==> src/design/assert_macros.svh <==
// assertion macros shared by the allocator rtl
`ifndef ASSERT_MACROS_SVH
`define ASSERT_MACROS_SVH
`ifndef SYNTHESIS
`define ASSERT_IMPLIES(label, clk, rst_n, pre, post) \
    label: assert property (@(posedge clk) disable iff (!rst_n) (pre) |-> (post)) \
        else $error("assertion failed");
`define ASSERT_NEXT(label, clk, rst_n, pre, post) \
    label: assert property (@(posedge clk) disable iff (!rst_n) (pre) |=> (post)) \
        else $error("assertion failed");
`else
`define ASSERT_IMPLIES(label, clk, rst_n, pre, post)
`define ASSERT_NEXT(label, clk, rst_n, pre, post)
`endif
`endif

==> src/design/bfpa_pkg.sv <==
// shared codes for the best-fit page allocator
`default_nettype none
package bfpa_pkg;
    localparam logic [1:0] FUNC_ALLOC = 2'd0;
    localparam logic [1:0] FUNC_FREE  = 2'd1;
    localparam logic [1:0] FUNC_QUERY = 2'd2;
    localparam logic [1:0] FUNC_NOP   = 2'd3;

    localparam logic [1:0] ST_OK         = 2'd0;
    localparam logic [1:0] ST_BAD_OFFSET = 2'd1;
    localparam logic [1:0] ST_NOT_USED   = 2'd2;
    localparam logic [1:0] ST_NO_FIT     = 2'd3;

    localparam int IN_BITS  = 48;
    localparam int OUT_BITS = 104;
endpackage
`default_nettype wire

==> src/design/bfpa_ram.sv <==
// generic simple dual-port ram with registered read
`default_nettype none
module bfpa_ram #(
    parameter int WIDTH = 8,
    parameter int DEPTH = 256
) (
    input  wire logic                     clk,
    input  wire logic                     we,
    input  wire logic [$clog2(DEPTH)-1:0] waddr,
    input  wire logic [WIDTH-1:0]         wdata,
    input  wire logic [$clog2(DEPTH)-1:0] raddr,
    output logic      [WIDTH-1:0]         rdata
);
    logic [WIDTH-1:0] mem [DEPTH];

    always_ff @(posedge clk)
    begin
        if (we)
        begin
            mem[waddr] <= wdata;
        end
        rdata <= mem[raddr];
    end
endmodule
`default_nettype wire

==> src/design/best_fit_page_allocator_unit.sv <==
// top level of the best-fit page allocator with coalescing
//
// channel   dir  width  contents
// s_axis    in   48     func[1:0], length_bytes[22:2], offset_bytes[43:23]
// m_axis    out  104    status, address, block_bytes, chunk_empty,
//                       largest_free_pages, largest_changed
// cfg       in   64     chunk_base
//
// one item at a time; a successful allocate or free makes a full sweep of the
// block table ram, then a second sweep for the largest free run;
// query, failed allocate and rejected free make the first sweep only; nop makes none
// all sweeps are bound by the single ram read port
// after reset a clearing pass writes every table entry; no item taken
// a result waits in the output register while the next item is accepted
`default_nettype none
`include "assert_macros.svh"
module best_fit_page_allocator_unit #(
    parameter int UNITS      = 256,
    parameter int PAGE_BYTES = 4096
) (
    input  wire logic                         clk,
    input  wire logic                         rst_n,
    input  wire logic                         s_axis_tvalid,
    output logic                              s_axis_tready,
    // func, length_bytes, offset_bytes, zero fill
    input  wire logic [bfpa_pkg::IN_BITS-1:0] s_axis_tdata,
    output logic                              m_axis_tvalid,
    input  wire logic                         m_axis_tready,
    // status, address, block_bytes, chunk_empty, largest_free_pages,
    // largest_changed, zero fill
    output logic [bfpa_pkg::OUT_BITS-1:0]     m_axis_tdata,
    input  wire logic                         cfg_valid,
    output logic                              cfg_ready,
    input  wire logic [63:0]                  cfg_data
);
    import bfpa_pkg::*;

    localparam int IW  = $clog2(UNITS);
    localparam int RW  = $clog2(UNITS);
    localparam int EW  = RW + 2;
    localparam int SH  = $clog2(PAGE_BYTES);
    localparam int NW  = 22 - SH;
    localparam int PGW = 21 - SH;
    localparam int XW  = 24;
    localparam int LW  = (RW > 8) ? RW : 8;

    localparam logic [3:0] S_CLEAR = 4'd0;
    localparam logic [3:0] S_IDLE  = 4'd1;
    localparam logic [3:0] S_SCAN  = 4'd2;
    localparam logic [3:0] S_EVAL  = 4'd3;
    localparam logic [3:0] S_W1    = 4'd4;
    localparam logic [3:0] S_W2    = 4'd5;
    localparam logic [3:0] S_W3    = 4'd6;
    localparam logic [3:0] S_LSCAN = 4'd7;
    localparam logic [3:0] S_OUT   = 4'd8;

    logic [3:0]     state_reg, state_next;
    logic [IW:0]    idx_reg, idx_next;
    logic           dv_reg, dv_next;
    logic [IW-1:0]  didx_reg, didx_next;
    logic [1:0]     func_reg, func_next;
    logic [NW-1:0]  need_reg, need_next;
    logic [PGW-1:0] page_reg, page_next;
    logic           bad_reg, bad_next;
    logic [63:0]    base_reg, base_next;
    logic [IW-1:0]  best_reg, best_next;
    logic [RW-1:0]  bsize_reg, bsize_next;
    logic           bfound_reg, bfound_next;
    logic [IW-1:0]  pv_reg, pv_next;
    logic           pvf_reg, pvf_next;
    logic           pvfree_reg, pvfree_next;
    logic [RW-1:0]  pvrun_reg, pvrun_next;
    logic           pgs_reg, pgs_next;
    logic           pgu_reg, pgu_next;
    logic [IW-1:0]  nx_reg, nx_next;
    logic           nxf_reg, nxf_next;
    logic           nxfree_reg, nxfree_next;
    logic [RW-1:0]  nxrun_reg, nxrun_next;
    logic [RW-1:0]  total_reg, total_next;
    logic [IW:0]    fpc_reg, fpc_next;
    logic [RW-1:0]  largest_reg, largest_next;
    logic [RW-1:0]  lmax_reg, lmax_next;
    logic           changed_reg, changed_next;
    logic [1:0]     status_reg, status_next;
    logic [63:0]    addr_reg, addr_next;
    logic [20:0]    bytes_reg, bytes_next;
    logic           empty_reg, empty_next;
    logic           ov_reg, ov_next;
    logic [OUT_BITS-1:0] od_reg, od_next;

    logic          we;
    logic [IW-1:0] waddr, raddr;
    logic [EW-1:0] wdata, rdata;
    logic          e_s, e_u;
    logic [RW-1:0] e_r;
    logic [21:0]   need_sum;
    logic [IW:0]   nxend, own;
    logic [IW+1:0] tot_w;
    logic          mnx, mpv;
    logic [LW-1:0] lsat;
    logic          in_acc;

    bfpa_ram #(.WIDTH(EW), .DEPTH(UNITS)) u_ram (
        .clk   (clk),
        .we    (we),
        .waddr (waddr),
        .wdata (wdata),
        .raddr (raddr),
        .rdata (rdata)
    );

    assign e_s = rdata[RW+1];
    assign e_u = rdata[RW];
    assign e_r = rdata[RW-1:0];
    assign s_axis_tready = (state_reg == S_IDLE);
    assign in_acc = s_axis_tvalid && s_axis_tready;
    assign cfg_ready = 1'b1;
    assign m_axis_tvalid = ov_reg;
    assign m_axis_tdata = od_reg;
    assign need_sum = 22'(s_axis_tdata[22:2]) + 22'(PAGE_BYTES - 1);
    assign nxend = nxf_reg ? {1'b0, nx_reg} : (IW+1)'(UNITS);
    assign own = (IW+1)'(XW'(nxend) - XW'(page_reg));
    assign mnx = nxf_reg && nxfree_reg;
    assign mpv = pvf_reg && pvfree_reg;
    assign tot_w = (IW+2)'(own) + (mnx ? (IW+2)'(nxrun_reg) : '0)
                 + (mpv ? (IW+2)'(pvrun_reg) : '0);
    assign lsat = (LW'(largest_reg) > LW'(255)) ? LW'(255) : LW'(largest_reg);

    always_comb
    begin
        state_next = state_reg;   idx_next = idx_reg;       dv_next = 1'b0;
        didx_next = idx_reg[IW-1:0];
        func_next = func_reg;     need_next = need_reg;     page_next = page_reg;
        bad_next = bad_reg;       base_next = base_reg;
        best_next = best_reg;     bsize_next = bsize_reg;   bfound_next = bfound_reg;
        pv_next = pv_reg;         pvf_next = pvf_reg;       pvfree_next = pvfree_reg;
        pvrun_next = pvrun_reg;   pgs_next = pgs_reg;       pgu_next = pgu_reg;
        nx_next = nx_reg;         nxf_next = nxf_reg;       nxfree_next = nxfree_reg;
        nxrun_next = nxrun_reg;   total_next = total_reg;   fpc_next = fpc_reg;
        largest_next = largest_reg; lmax_next = lmax_reg;   changed_next = changed_reg;
        status_next = status_reg; addr_next = addr_reg;     bytes_next = bytes_reg;
        empty_next = empty_reg;   ov_next = ov_reg;         od_next = od_reg;
        we = 1'b0;
        waddr = '0;
        wdata = '0;
        raddr = idx_reg[IW-1:0];

        if (ov_reg && m_axis_tready)
        begin
            ov_next = 1'b0;
        end
        if (cfg_valid)
        begin
            base_next = cfg_data;
        end

        unique case (state_reg)
            S_CLEAR:
            begin
                we = 1'b1;
                waddr = idx_reg[IW-1:0];
                wdata = (idx_reg == (IW+1)'(1)) ? {2'b10, RW'(UNITS - 1)} : '0;
                idx_next = idx_reg + 1'b1;
                if (idx_reg == (IW+1)'(UNITS - 1))
                begin
                    state_next = S_IDLE;
                end
            end
            S_IDLE:
            begin
                if (in_acc)
                begin
                    func_next = s_axis_tdata[1:0];
                    need_next = NW'(need_sum >> SH);
                    page_next = s_axis_tdata[43:23+SH];
                    bad_next = (s_axis_tdata[23+SH-1:23] != '0)
                            || (XW'(s_axis_tdata[43:23+SH]) >= XW'(UNITS));
                    bfound_next = 1'b0; pvf_next = 1'b0; nxf_next = 1'b0;
                    pgs_next = 1'b0;    pgu_next = 1'b0;
                    changed_next = 1'b0; status_next = ST_OK;
                    addr_next = '0; bytes_next = '0; empty_next = 1'b0;
                    idx_next = '0;
                    state_next = (s_axis_tdata[1:0] == FUNC_NOP) ? S_OUT : S_SCAN;
                end
            end
            S_SCAN, S_LSCAN:
            begin
                if (idx_reg != (IW+1)'(UNITS))
                begin
                    idx_next = idx_reg + 1'b1;
                    dv_next = 1'b1;
                end
                if (dv_reg)
                begin
                    if (state_reg == S_LSCAN)
                    begin
                        if (e_s && !e_u && e_r > lmax_reg)
                        begin
                            lmax_next = e_r;
                        end
                    end
                    else if (func_reg == FUNC_ALLOC)
                    begin
                        if (e_s && !e_u && XW'(e_r) >= XW'(need_reg)
                            && (!bfound_reg || e_r < bsize_reg))
                        begin
                            best_next = didx_reg;
                            bsize_next = e_r;
                            bfound_next = 1'b1;
                        end
                    end
                    else
                    begin
                        if (XW'(didx_reg) < XW'(page_reg) && e_s)
                        begin
                            pv_next = didx_reg; pvf_next = 1'b1;
                            pvfree_next = !e_u; pvrun_next = e_r;
                        end
                        if (XW'(didx_reg) == XW'(page_reg))
                        begin
                            pgs_next = e_s;
                            pgu_next = e_u;
                        end
                        if (XW'(didx_reg) > XW'(page_reg) && e_s && !nxf_reg)
                        begin
                            nx_next = didx_reg; nxf_next = 1'b1;
                            nxfree_next = !e_u; nxrun_next = e_r;
                        end
                    end
                    if (didx_reg == IW'(UNITS - 1))
                    begin
                        if (state_reg == S_LSCAN)
                        begin
                            largest_next = lmax_next;
                            changed_next = (lmax_next != largest_reg);
                            state_next = S_OUT;
                        end
                        else
                        begin
                            state_next = S_EVAL;
                        end
                    end
                end
            end
            S_EVAL:
            begin
                state_next = S_OUT;
                if (func_reg == FUNC_ALLOC)
                begin
                    if (need_reg == '0 || !bfound_reg)
                    begin
                        status_next = ST_NO_FIT;
                    end
                    else
                    begin
                        addr_next = base_reg + (64'(best_reg) << SH);
                        fpc_next = fpc_reg - (IW+1)'(need_reg);
                        state_next = S_W1;
                    end
                end
                else if (bad_reg)
                begin
                    status_next = ST_BAD_OFFSET;
                end
                else if (!(pgs_reg && pgu_reg))
                begin
                    status_next = ST_NOT_USED;
                end
                else if (func_reg == FUNC_QUERY)
                begin
                    bytes_next = 21'(XW'(own) << SH);
                end
                else
                begin
                    total_next = RW'(tot_w);
                    fpc_next = fpc_reg + own;
                    empty_next = ((fpc_reg + own) == (IW+1)'(UNITS - 1));
                    state_next = S_W1;
                end
            end
            S_W1:
            begin
                if (func_reg == FUNC_ALLOC)
                begin
                    we = 1'b1;
                    waddr = best_reg;
                    wdata = {2'b11, RW'(0)};
                end
                else
                begin
                    we = mnx;
                    waddr = nx_reg;
                    wdata = '0;
                end
                state_next = S_W2;
            end
            S_W2:
            begin
                if (func_reg == FUNC_ALLOC)
                begin
                    we = XW'(bsize_reg) > XW'(need_reg);
                    waddr = IW'(XW'(best_reg) + XW'(need_reg));
                    wdata = {2'b10, RW'(XW'(bsize_reg) - XW'(need_reg))};
                end
                else
                begin
                    we = 1'b1;
                    waddr = IW'(page_reg);
                    wdata = mpv ? '0 : {2'b10, total_reg};
                end
                state_next = S_W3;
            end
            S_W3:
            begin
                we = (func_reg == FUNC_FREE) && mpv;
                waddr = pv_reg;
                wdata = {2'b10, total_reg};
                idx_next = '0;
                lmax_next = '0;
                state_next = S_LSCAN;
            end
            S_OUT:
            begin
                if (!ov_reg || m_axis_tready)
                begin
                    ov_next = 1'b1;
                    od_next = {7'b0, changed_reg, lsat[7:0], empty_reg, bytes_reg,
                               addr_reg, status_reg};
                    state_next = S_IDLE;
                end
            end
            default:
            begin
                state_next = S_IDLE;
            end
        endcase
    end

    always_ff @(posedge clk or negedge rst_n)
    begin
        if (!rst_n)
        begin
            state_reg <= S_CLEAR;  idx_reg <= '0;   dv_reg <= 1'b0;
            base_reg <= '0;        ov_reg <= 1'b0;
            fpc_reg <= (IW+1)'(UNITS - 1);
            largest_reg <= RW'(UNITS - 1);
        end
        else
        begin
            state_reg <= state_next; idx_reg <= idx_next; dv_reg <= dv_next;
            base_reg <= base_next;   ov_reg <= ov_next;
            fpc_reg <= fpc_next;     largest_reg <= largest_next;
        end
    end

    always_ff @(posedge clk)
    begin
        didx_reg <= didx_next;   func_reg <= func_next;   need_reg <= need_next;
        page_reg <= page_next;   bad_reg <= bad_next;
        best_reg <= best_next;   bsize_reg <= bsize_next; bfound_reg <= bfound_next;
        pv_reg <= pv_next;       pvf_reg <= pvf_next;     pvfree_reg <= pvfree_next;
        pvrun_reg <= pvrun_next; pgs_reg <= pgs_next;     pgu_reg <= pgu_next;
        nx_reg <= nx_next;       nxf_reg <= nxf_next;     nxfree_reg <= nxfree_next;
        nxrun_reg <= nxrun_next; total_reg <= total_next; lmax_reg <= lmax_next;
        changed_reg <= changed_next; status_reg <= status_next;
        addr_reg <= addr_next;   bytes_reg <= bytes_next; empty_reg <= empty_next;
        od_reg <= od_next;
    end

    `ASSERT_IMPLIES(a_no_take_in_clear, clk, rst_n, state_reg == S_CLEAR, !s_axis_tready)
    `ASSERT_IMPLIES(a_no_write_in_scan, clk, rst_n,
                    state_reg == S_SCAN || state_reg == S_LSCAN, !we)
    `ASSERT_NEXT(a_accept_leaves_idle, clk, rst_n, in_acc, state_reg != S_IDLE)
endmodule
`default_nettype wire
==> config.mk <==
export PLATFORM = sky130hd
export DESIGN_NAME = best_fit_page_allocator_unit
export DESIGN_NICKNAME = d
export VERILOG_FILES = /design/src/design/bfpa_pkg.sv /design/src/design/bfpa_ram.sv /design/src/design/best_fit_page_allocator_unit.sv
export VERILOG_INCLUDE_DIRS = /design/src /design/src/design
export SDC_FILE = /design/constraint.sdc
export NUM_CORES = 2
export LEC_CHECK = 0
export BUFFER_PORTS_ARGS = -buffer_cell sky130_fd_sc_hd__buf_2
export CORE_UTILIZATION = 57
export CTS_CLUSTER_SIZE = 16
export DETAILED_ROUTE_END_ITERATION = 16
export PLACE_DENSITY = 0.76
export SLEW_MARGIN = 20
export SYNTH_ARGS = -nofsm -noshare
export SYNTH_HDL_FRONTEND = slang
export SYNTH_SLANG_ARGS = --single-unit
==> constraint.sdc <==
create_clock -name clk -period 16.55 [get_ports clk]
set_input_delay 3.31 -clock clk [delete_from_list [all_inputs] [get_ports clk]]
set_output_delay 3.31 -clock clk [all_outputs]
set_load 0.05 [all_outputs]
==> results_dict.tcl <==
set metrics [dict create \
    outcome "finished, final reports clean" \
    grt_usage_pct 28.9 \
    worst_pin_slew_ns 1.31 \
    drt_iter0_markers 8879 \
    nFillCells 13000 \
    num_vias 61900 \
    hold_class "register to register" \
    arrival_ns 2.78 \
    port-buffer-count 199 \
    start_kind "register" \
    syn_area_um2 116000 \
    grt_overflow 0 \
    dp_hpwl_mm 172 \
    drt-pass1-iter-count 6 \
    rows 165 \
    synth_edf_count 2815 \
    ys_seq_elements 2929 \
    clock_skew_ns 0.0602 \
    worstSetupEndpointType "primary output" \
    synthCells 5931 \
    grt_pass1_vias 61000 \
    worstPathMaxFanout 19 \
    die-area_um2 206000 \
    async_flop_share_pct 3.28 \
    vias_per_cell 6.77 \
    leakagePower_uw 0.0462 \
    powerDensity_nw_per_um2 135 \
    drt_wl_total_mm 296 \
    pin_count 224 \
    fp.dieH_um 454 \
    clk_pin_slew_ns 0.06 \
    place_inst 8612 \
    stdcell_count 9137 \
    max_freq_mhz 164 \
    multiInputGateArea_um2 27000 \
    finalCritPeriodShare_pct 36.8 \
    slew-limit-headroom_pct 12.0 \
    ir_worst_vdd_uv 133 \
    final_common_cell "edfxtp_1" \
    final_nets 6467 \
    finalHoldViolCount 0 \
    seq_area_um2 87300 \
    drive_gt1_share_pct 22.5 \
    final_area_um2 129000 \
    cts_buffer_depth 4 \
    crit_required_ns 13.24 \
    drtAntennaViolNets 0 \
    final_cell_mix "edfxtp_1, mux4_2, nor2_1" \
    clk_latency_ns 0.95 \
    cts_setup_buffers 0 \
    initial_core_util_pct 57.4 \
    ctsHoldBuffers 0 \
    setup_ws_ns 10.46 \
    critical_path_class "register to primary output" \
    drv_cap 0 \
    cts_root_buffer "clkbuf_16" \
    rsz0062_at_grt "no" \
    cts_tree "built" \
    ys_seq_area_share_pct 75.1 \
    slew_violations 0 \
    dp_slack_ns 10.88 \
    regMostFlops "u_ram.mem" \
    antenna_found_initial 10 \
    grt_start_max_net_pins 257 \
    yosysUniqueCellTypes 84 \
    wire_per_inst_um 32.4 \
    avgSynthCellArea_um2 19.6 \
    cts_buffers 303 \
    grt_pass1_wl_mm 424 \
    syn2layout_area_growth_pct 11.2 \
    tns_ns 0 \
    whs_ns 0.409 \
    ys.flop_type "edfxtp_1" \
    htree_num_levels 5 \
    placed_area_um2 120000 \
    setup_viol 0 \
    yosys_warnings 0 \
    core_um2 203000 \
    die_w_um 454 \
    ctsResizeCount 0 \
    clock_sinks 2929 \
    min_period_ns 6.09 \
    drc 0 \
    largest_reg_flops 2560 \
    place_congestion 0.912 \
]
[through the flow]
step	power [µW]	utilization, %
floorplan	10300	-
global placement	11100	59.3
detailed placement	11100	59.3
CTS	17500	63.8
global route	17900	63.8
finish	17500	63.9
[power breakdown]
| group | switching, µW | internal (µW) |
|---|---|---|
| Combinational | 1830 | 929 |
| Clock | 2720 | 3730 |
| Sequential | 171 | 8100 |
| Total | 4720 | 12800 |
[metal layers]
metal	wire (µm)	global-route usage (%)	vias up
li1	-	-	24800
met1	108000	39.6	31900
met2	139000	44.4	4429
met3	35800	7.34	758
met4	13600	12.3	2
met5	7	0	-
[cells in the mapped netlist, types with 12 or more instances]
| library cell | number | area, µm² |
|---|---|---|
| a221oi_1 | 34 | 298 |
| inv_1 | 98 | 368 |
| o21ai_0 | 84 | 420 |
| a22oi_1 | 105 | 788 |
| nand4_1 | 27 | 169 |
| buf_1 | 30 | 113 |
| xnor2_1 | 58 | 508 |
| dfstp_2 | 16 | 420 |
| a22o_1 | 32 | 280 |
| fa_1 | 14 | 280 |
| o21a_1 | 12 | 90.1 |
| mux4_2 | 599 | 13500 |
| o221ai_1 | 33 | 289 |
| buf_4 | 62 | 465 |
| and2_1 | 38 | 238 |
| edfxtp_1 | 2815 | 84500 |
| dfxtp_1 | 18 | 360 |
| a31oi_1 | 13 | 81.3 |
| o22ai_1 | 56 | 350 |
| mux2_2 | 62 | 698 |
| nor3_1 | 38 | 190 |
| clkbuf_1 | 103 | 387 |
| xor2_1 | 37 | 324 |
| buf_2 | 97 | 485 |
| nor4_1 | 26 | 163 |
| or2_2 | 12 | 75.1 |
| nor2b_1 | 24 | 150 |
| a211oi_1 | 58 | 435 |
| buf_6 | 34 | 383 |
| a21oi_1 | 142 | 711 |
| nand2b_1 | 13 | 81.3 |
| ha_1 | 89 | 1110 |
| dfrtp_1 | 80 | 2000 |
| a21o_1 | 23 | 173 |
| mux2i_1 | 174 | 1740 |
| and3_1 | 21 | 131 |
| nand3_1 | 38 | 190 |
| nand2_1 | 188 | 706 |
| nor2_1 | 410 | 1540 |
[final cells by class]
| cell class | count | share of cell area, % |
|---|---|---|
| diodes | 9 | 0.0174 |
| clock buffers | 379 | 6.20 |
| clock inverters | 135 | 0.888 |
| inverters | 100 | 0.294 |
| multi-input cells | 2591 | 20.9 |
| flip-flops and latches | 2929 | 67.5 |
| well taps | 2672 | 2.59 |
| repair buffers | 322 | 1.60 |
[worst max-delay path, stage by stage, from the launching register on]
cell and delay, ns:
dfrtp_1 0.83, nor2b_2 0.36, nand2_1 0.12, inv_1 0.24, buf_2 0.32
[worst paths after layout]
kind                         startpoint                to  slack [ns]  cells past startpoint
max                        state_reg[0]     s_axis_tready       10.46                      4
min                        addr_reg[40]  m_axis_tdata[42]        0.41                      0
max reg2reg                  idx_reg[0]    u_ram.rdata[6]       10.75                      8
min reg2reg                addr_reg[40]  m_axis_tdata[42]        0.41                      0
max in group asynchronous         rst_n      base_reg[48]       12.87                      2
min in group asynchronous         rst_n        fpc_reg[8]        2.45                      1
[cells by family (layout without fill, tap and decap cells)]
logic type | count (synthesis) | after routing | synth area share, %
AOI/OAI and AO/OA | 664 | 664 | 3.90
xor gates and xnor gates | 95 | 95 | 0.716
adders and majority gates | 103 | 103 | 1.20
buffers and inverters | 429 | 936 | 1.95
DFF | 2929 | 2929 | 75.1
muxes | 838 | 838 | 13.8
other | 2 | 29 | 0.00646
and+or+nand+nor | 871 | 871 | 3.38
Power figures use the tool's default switching activity.
